`src/sv/qvr_pkg.sv`:
```
// shared constants and types for the quaternion vector rotation pipeline
`timescale 1ns / 1ps
`default_nettype none

package qvr_pkg;

   // quaternion components are fixed at 16 signed bits
   localparam int QUAT_W = 16;
   // w^2 - x^2 - y^2 - z^2 lies in [-3 * 2^30, 2^30]
   localparam int SCALE_W = 2 * QUAT_W + 1;

   // defaults for the top-level parameters
   localparam int COORD_WIDTH_DEF = 16;
   localparam int FRAC_BITS_DEF = 14;

   // control register port
   localparam int CSR_INDEX_W = 3;
   localparam logic [CSR_INDEX_W-1:0] CSR_QUAT_X = 3'd0;
   localparam logic [CSR_INDEX_W-1:0] CSR_QUAT_Y = 3'd1;
   localparam logic [CSR_INDEX_W-1:0] CSR_QUAT_Z = 3'd2;
   localparam logic [CSR_INDEX_W-1:0] CSR_QUAT_W = 3'd3;

   // configured rotation quaternion
   typedef struct packed {
      logic signed [QUAT_W-1:0] w;
      logic signed [QUAT_W-1:0] z;
      logic signed [QUAT_W-1:0] y;
      logic signed [QUAT_W-1:0] x;
   } quat_type;

endpackage

`default_nettype wire

```
`src/sv/qvr_round.sv`:
```
// stage five: drop fraction bits, clamp to the coordinate range, hold the result word
`timescale 1ns / 1ps
`default_nettype none

module qvr_round #(
   parameter int COORD_WIDTH = qvr_pkg::COORD_WIDTH_DEF,
   parameter int FRAC_BITS = qvr_pkg::FRAC_BITS_DEF,
   parameter int ACC_W = COORD_WIDTH + 38
) (
   input  wire logic                          clock,
   input  wire logic                          reset,
   input  wire logic                          in_valid,
   output logic                               in_ready,
   input  wire logic signed [ACC_W-1:0]       in_acc_x,
   input  wire logic signed [ACC_W-1:0]       in_acc_y,
   input  wire logic signed [ACC_W-1:0]       in_acc_z,
   output logic                               out_valid,
   input  wire logic                          out_ready,
   output logic signed [COORD_WIDTH-1:0]      out_x,
   output logic signed [COORD_WIDTH-1:0]      out_y,
   output logic signed [COORD_WIDTH-1:0]      out_z,
   output logic                               out_sat
);

   localparam int SHIFT = 2 * FRAC_BITS;
   localparam logic signed [COORD_WIDTH-1:0] MAXV = {1'b0, {(COORD_WIDTH-1){1'b1}}};
   localparam logic signed [COORD_WIDTH-1:0] MINV = {1'b1, {(COORD_WIDTH-1){1'b0}}};

   logic valid_ff;
   logic signed [COORD_WIDTH-1:0] x_ff, x_in, y_ff, y_in, z_ff, z_in;
   logic sat_ff, sat_in;
   logic signed [ACC_W-1:0] sh_x, sh_y, sh_z;
   logic ovf_x, ovf_y, ovf_z;

   assign in_ready = !valid_ff || out_ready;

   always_ff @(posedge clock) begin
      if (reset) begin
         valid_ff <= 1'b0;
      end else if (in_ready) begin
         valid_ff <= in_valid;
      end
   end

   // floor shift, then out of range when the upper bits are not all sign
   always_comb begin
      sh_x  = in_acc_x >>> SHIFT;
      sh_y  = in_acc_y >>> SHIFT;
      sh_z  = in_acc_z >>> SHIFT;
      ovf_x = !((&sh_x[ACC_W-1:COORD_WIDTH-1]) || !(|sh_x[ACC_W-1:COORD_WIDTH-1]));
      ovf_y = !((&sh_y[ACC_W-1:COORD_WIDTH-1]) || !(|sh_y[ACC_W-1:COORD_WIDTH-1]));
      ovf_z = !((&sh_z[ACC_W-1:COORD_WIDTH-1]) || !(|sh_z[ACC_W-1:COORD_WIDTH-1]));
      x_in  = ovf_x ? (sh_x[ACC_W-1] ? MINV : MAXV) : sh_x[COORD_WIDTH-1:0];
      y_in  = ovf_y ? (sh_y[ACC_W-1] ? MINV : MAXV) : sh_y[COORD_WIDTH-1:0];
      z_in  = ovf_z ? (sh_z[ACC_W-1] ? MINV : MAXV) : sh_z[COORD_WIDTH-1:0];
      sat_in = ovf_x || ovf_y || ovf_z;
   end

   always_ff @(posedge clock) begin
      if (in_ready && in_valid) begin
         x_ff   <= x_in;
         y_ff   <= y_in;
         z_ff   <= z_in;
         sat_ff <= sat_in;
      end
   end

   assign out_valid = valid_ff;
   assign out_x     = x_ff;
   assign out_y     = y_ff;
   assign out_z     = z_ff;
   assign out_sat   = sat_ff;

endmodule

`default_nettype wire

```
`config.mk`:
```
export PLATFORM = sky130hd
export DESIGN_NAME = qvr_round
export DESIGN_NICKNAME = d
export VERILOG_FILES = /design/src/sv/qvr_pkg.sv /design/src/sv/qvr_round.sv
export SDC_FILE = /design/constraint.sdc
export NUM_CORES = 1
export LEC_CHECK = 0
export ABC_AREA = 1
export BUFFER_PORTS_ARGS = -buffer_cell sky130_fd_sc_hd__buf_4
export CAP_MARGIN = 10
export CORE_MARGIN = 1.5
export CORE_UTILIZATION = 33
export DETAILED_ROUTE_END_ITERATION = 8
export PLACE_DENSITY = 0.78
export SYNTH_ARGS = -nofsm -noshare
export SYNTH_HDL_FRONTEND = slang
export SYNTH_SLANG_ARGS = --single-unit
export TNS_END_PERCENT = 1
```
`constraint.sdc`:
```
create_clock -name clock -period 4.1 [get_ports clock]
set_clock_uncertainty 0.2 [all_clocks]
set_input_delay 1.23 -clock clock [delete_from_list [all_inputs] [get_ports clock]]
set_output_delay 1.23 -clock clock [all_outputs]
set_load 0.05 [all_outputs]
```
# After elaboration in Yosys (flattened, before gate mapping)
# Cells that the tools add are included.
[totals]
reg_bits = 50
input_bits = 166
out_inout_bits = 51
elab_cells = 31
[op_classes]
muxes = 6
reduce_logical = 20
[ops]
columns = ["cell", "count"]
rows = [
  ["$mux 16", 6],
  ["$reduce_and 11->1", 3],
  ["$reduce_or 11->1", 3],
  ["$logic_not 1->1", 7],
  ["$logic_or 1x1->1", 6],
  ["$logic_and 1x1->1", 1],
]

# Logic depth before layout (Yosys ltp)
[logic_depth]
depth_word = 6
ltp_mapped = 8
depth_no_buf = 7

# Worst setup path after synthesis
# No wires, ideal clock.
[synth_path]
path_kind = "input-to-reg"
from = "in in_valid"
to = "reg sat_ff (netlist: out_sat), enable pin"
setup_ns = 0.472
t_arrival_ns = 3.662
t_required_ns = 3.428
path_slack_ns = -0.234
path_stages = 2
path_buffers = 0
cell_sequence = "inv_1 > a21oi_1"
[synth_between]
elab_chain_len = 1
[synth_rtl]
columns = ["item", "line_no", "text"]
rows = [
  ["start: declaration", "qvr_round.sv:12", "input wire logic in_valid,"],
  ["$logic_and 1x1->1", "qvr_round.sv:60", "if (in_ready && in_valid) begin"],
  ["end signal: assignment", "qvr_round.sv:64", "sat_ff <= sat_in;"],
  ["end: declaration", "qvr_round.sv:31", "logic sat_ff, sat_in;"],
]
# No other way between the ends.
# A chain may end at the register's enable or synchronous reset.

# Final worst setup path
[layout_path]
from = "in out_ready"
to = "out in_ready"
[layout_between]
elab_chain_len = 1
[layout_rtl]
columns = ["item", "line_no", "text"]
rows = [
  ["start: declaration", "qvr_round.sv:18", "input wire logic out_ready,"],
  ["$logic_or 1x1->1", "qvr_round.sv:35", "assign in_ready = !valid_ff || out_ready;"],
  ["end: declaration", "qvr_round.sv:13", "output logic in_ready,"],
]
# No other way between the ends.

==> flow_metrics.env <==
export IMPL_critPathRequiredTime_ns=2.67
export IMPL_maxSlewHeadroom_pct=44.2
export IMPL_syn_nets=383
export IMPL_postRouteAntennaNets=0
export IMPL_antenna_found_initial=0
export IMPL_yosysMostFrequentCell="nand2_1"
export IMPL_timing_rr_start="out_valid"
export IMPL_synth_top_cell_area_share_pct=63.3
export IMPL_initial_core_util_pct=34.2
export IMPL_critPathCaptureType="output pin"
export IMPL_path_cells="buf_4, inv_1, nand2_1, buf_4"
export IMPL_post_route_util_pct=50.8
export IMPL_cp_depth=4
export IMPL_grt_setup_unrepaired="false"
export IMPL_top_usage_layer="met2"
export IMPL_synth_top_flop_cell="edfxtp_1"
export IMPL_critPathBufInv=3
export IMPL_yosys_top_cells_area="edfxtp_1 (63%), nand2_1 (15%), nand2_2 (5.7%)"
export IMPL_clock_sinks=50
export IMPL_cts_htree_levels=2
export IMPL_fmax_mhz=317
export IMPL_crit_type="input pin to output pin"
export IMPL_grt_pass1_wl_mm=8.35
export IMPL_die_y_um=86.9
export IMPL_antennaDiodeCount=0
export IMPL_fin_nets=514
export IMPL_synth_avg_cell_area_sq_um=10.7
export IMPL_maxCapViolations=0
export IMPL_route_detailed_drc=0
export IMPL_yosysWarnings=0
export IMPL_vias=1893
export IMPL_async_reset_ff_share_pct=0
export IMPL_gp_congestion=0.739
export IMPL_placed_cells=437
export IMPL_stdcell_count=445
export IMPL_rrSetupSlack_ns=2.28
export IMPL_path_max_fanout=2
export IMPL_netlist_top_cells_count="nand2_1 (93), edfxtp_1 (49), nand2_2 (21), nor2_1 (19), nand3_2 (6)"
export IMPL_start_kind="input pin"
export IMPL_synth_edf_count=49
export IMPL_cts_tree="done"
export IMPL_postCtsHoldBufs=0
export IMPL_row_count=30
export IMPL_hp_class="register to register"
export IMPL_setup_viol=0
export IMPL_worstMarginPinSlew_ns=0.835
export IMPL_power_density_nw_per_um2=334
export IMPL_hold_path_depth=2
export IMPL_crit_top_cell="buf_4"
export IMPL_drive_above_1_share_pct=50.7
export IMPL_via_per_inst=4.25
export IMPL_io_pins=217
export IMPL_postPlaceCellArea_sq_um=3360
export IMPL_finalPower_mw=1.15
export IMPL_wl_mm=5.29
export IMPL_die_area_sq_um=7560
export IMPL_syn2layout_area_growth_pct=48.6
export IMPL_grtUsageMet1_pct=15.2
export IMPL_p_leak_nw=1.53
export IMPL_nFillCells=597
export IMPL_synth_area_sq_um=2320
export IMPL_dpl_hpwl_mm=4.11
export IMPL_grt_util_met2_pct=25.1
export IMPL_cp_arrival_ns=1.73
export IMPL_grtUsageTotal_pct=14.2
export IMPL_clk_pin_slew_worst_paths_ns=0.08
export IMPL_grt_overflow=0
export IMPL_grt_max_degree=26
export IMPL_synth_top_cell_by_area="edfxtp_1"
export IMPL_portBuffers=132
export IMPL_root_buffer="clkbuf_8"
export IMPL_use_met3_pct=6.45
export IMPL_hold_violations=0
export IMPL_cp_top_family="buffers and inverters"
export IMPL_reg2reg_to="out_z[11]"
export IMPL_yosysSeqAreaShare_pct=64.2
export IMPL_cp_slowest_stage_delay_ns=0.20
export IMPL_finalCritPeriodShare_pct=77.0
export IMPL_die_width_um=86.9
export IMPL_setup_tns_ns=0
export IMPL_cts_made_buffers=5
export IMPL_drt_pass1_iter_count=4
export IMPL_clock_path_buffers=2
export IMPL_drt_iter0_markers=42
export IMPL_clk_latency_ns=0.29
export IMPL_syn_inst=217
export IMPL_core_area_sq_um=6790
export IMPL_fin_area_sq_um=3450
export IMPL_critical_path_slowest_cell="buf_4"
export IMPL_ys_ff_latch=50
export IMPL_postCtsSetupRepairBufs=0
export IMPL_grt_pass1_vias=1872
export IMPL_final_max_slew_viol_count=0
export IMPL_min_period_ns=3.16
export IMPL_min_delay_start="out_valid"
export IMPL_r2r_cells=2
export IMPL_hold_end="out_valid"
export IMPL_vdd_drop_max_v=0.000128
export IMPL_synth_distinct_cells=18
export IMPL_cts_resized=0
export IMPL_wl_per_cell_um=11.9
export IMPL_outcome="finished, final reports clean"
==> stage by stage <==
step / setup slack [ns] / hold slack (ns)
global route: 0.930 / 0.379
global placement: 0.976 / 0.321
detailed placement: 0.947 / 0.345
CTS: 0.944 / 0.364
finish: 0.943 / 0.364
floorplan: 0.760 / 0.883
==> cells in the final DEF (no fill, tap or decap), types with 2 or more instances in the layout <==
cell      Yosys  routed
buf_4         0     132
nand2_1      93      93
edfxtp_1     49      49
nand2_2      21      21
nor2_1       19      19
nand3_2       6       6
clkbuf_8      0       6
nor2_2        4       4
nor3_1        3       3
nand2_4       3       3
inv_1         3       3
inv_2         2       2
clkbuf_1      2       2
==> layout make-up <==
cell class | instances | area [sq um] | share of cell area (%)
multi-input combinational | 153 | 723 | 20.9
timing repair buffer | 133 | 1010 | 29.3
clock buffer | 8 | 90.1 | 2.61
inverter | 5 | 18.8 | 0.543
sequential | 50 | 1490 | 43.2
tap | 96 | 120 | 3.48
==> state kept, by name (all words and copies together), names as in the netlist <==
register	count
out_y	16
out_x	16
out_sat	1
out_valid	1
out_z	16
==> worst reg2reg max path, delay by kind of cell (launching register included) <==
family | cells | cell delay [ns]
buffers and inverters | 1 | 0.28
AOI/OAI and AO/OA | 1 | 0.68
DFF | 1 | 0.36
==> worst max-delay path by stage <==
| stage | start | endpoint | slack [ns] |
|---|---|---|---|
| CTS | out_ready | in_ready | 0.94 |
| floorplan | out_ready | out_sat | 0.76 |
| finish | out_ready | in_ready | 0.94 |
| global placement | out_ready | in_ready | 0.98 |
| global route | out_ready | in_ready | 0.93 |
| detailed placement | out_ready | in_ready | 0.95 |
==> kinds of logic (layout without fill, tap and decap cells) <==
family | count (synthesis) | in the layout | share of synthesized area (%)
buffers and inverters | 14 | 146 | 5.22
AOI/OAI and AO/OA | 2 | 2 | 0.431
DFF | 50 | 50 | 64.2
and+or+nand+nor | 151 | 151 | 30.2
==> layer usage <==
metal | vias up | part of all wire (%)
li1 | 961 | -
met1 | 827 | 40
met2 | 98 | 47
met3 | 7 | 12
met4 | 0 | 1.3
met5 | - | 0
==> power by group <==
part | internal (mW) | total (mW) | leakage, nW | switching [mW]
Clock | 0.138 | 0.289 | 0.0455 | 0.151
Sequential | 0.596 | 0.603 | 0.480 | 0.00777
Combinational | 0.0986 | 0.261 | 1.01 | 0.163
Power figures use the tool's default switching activity.
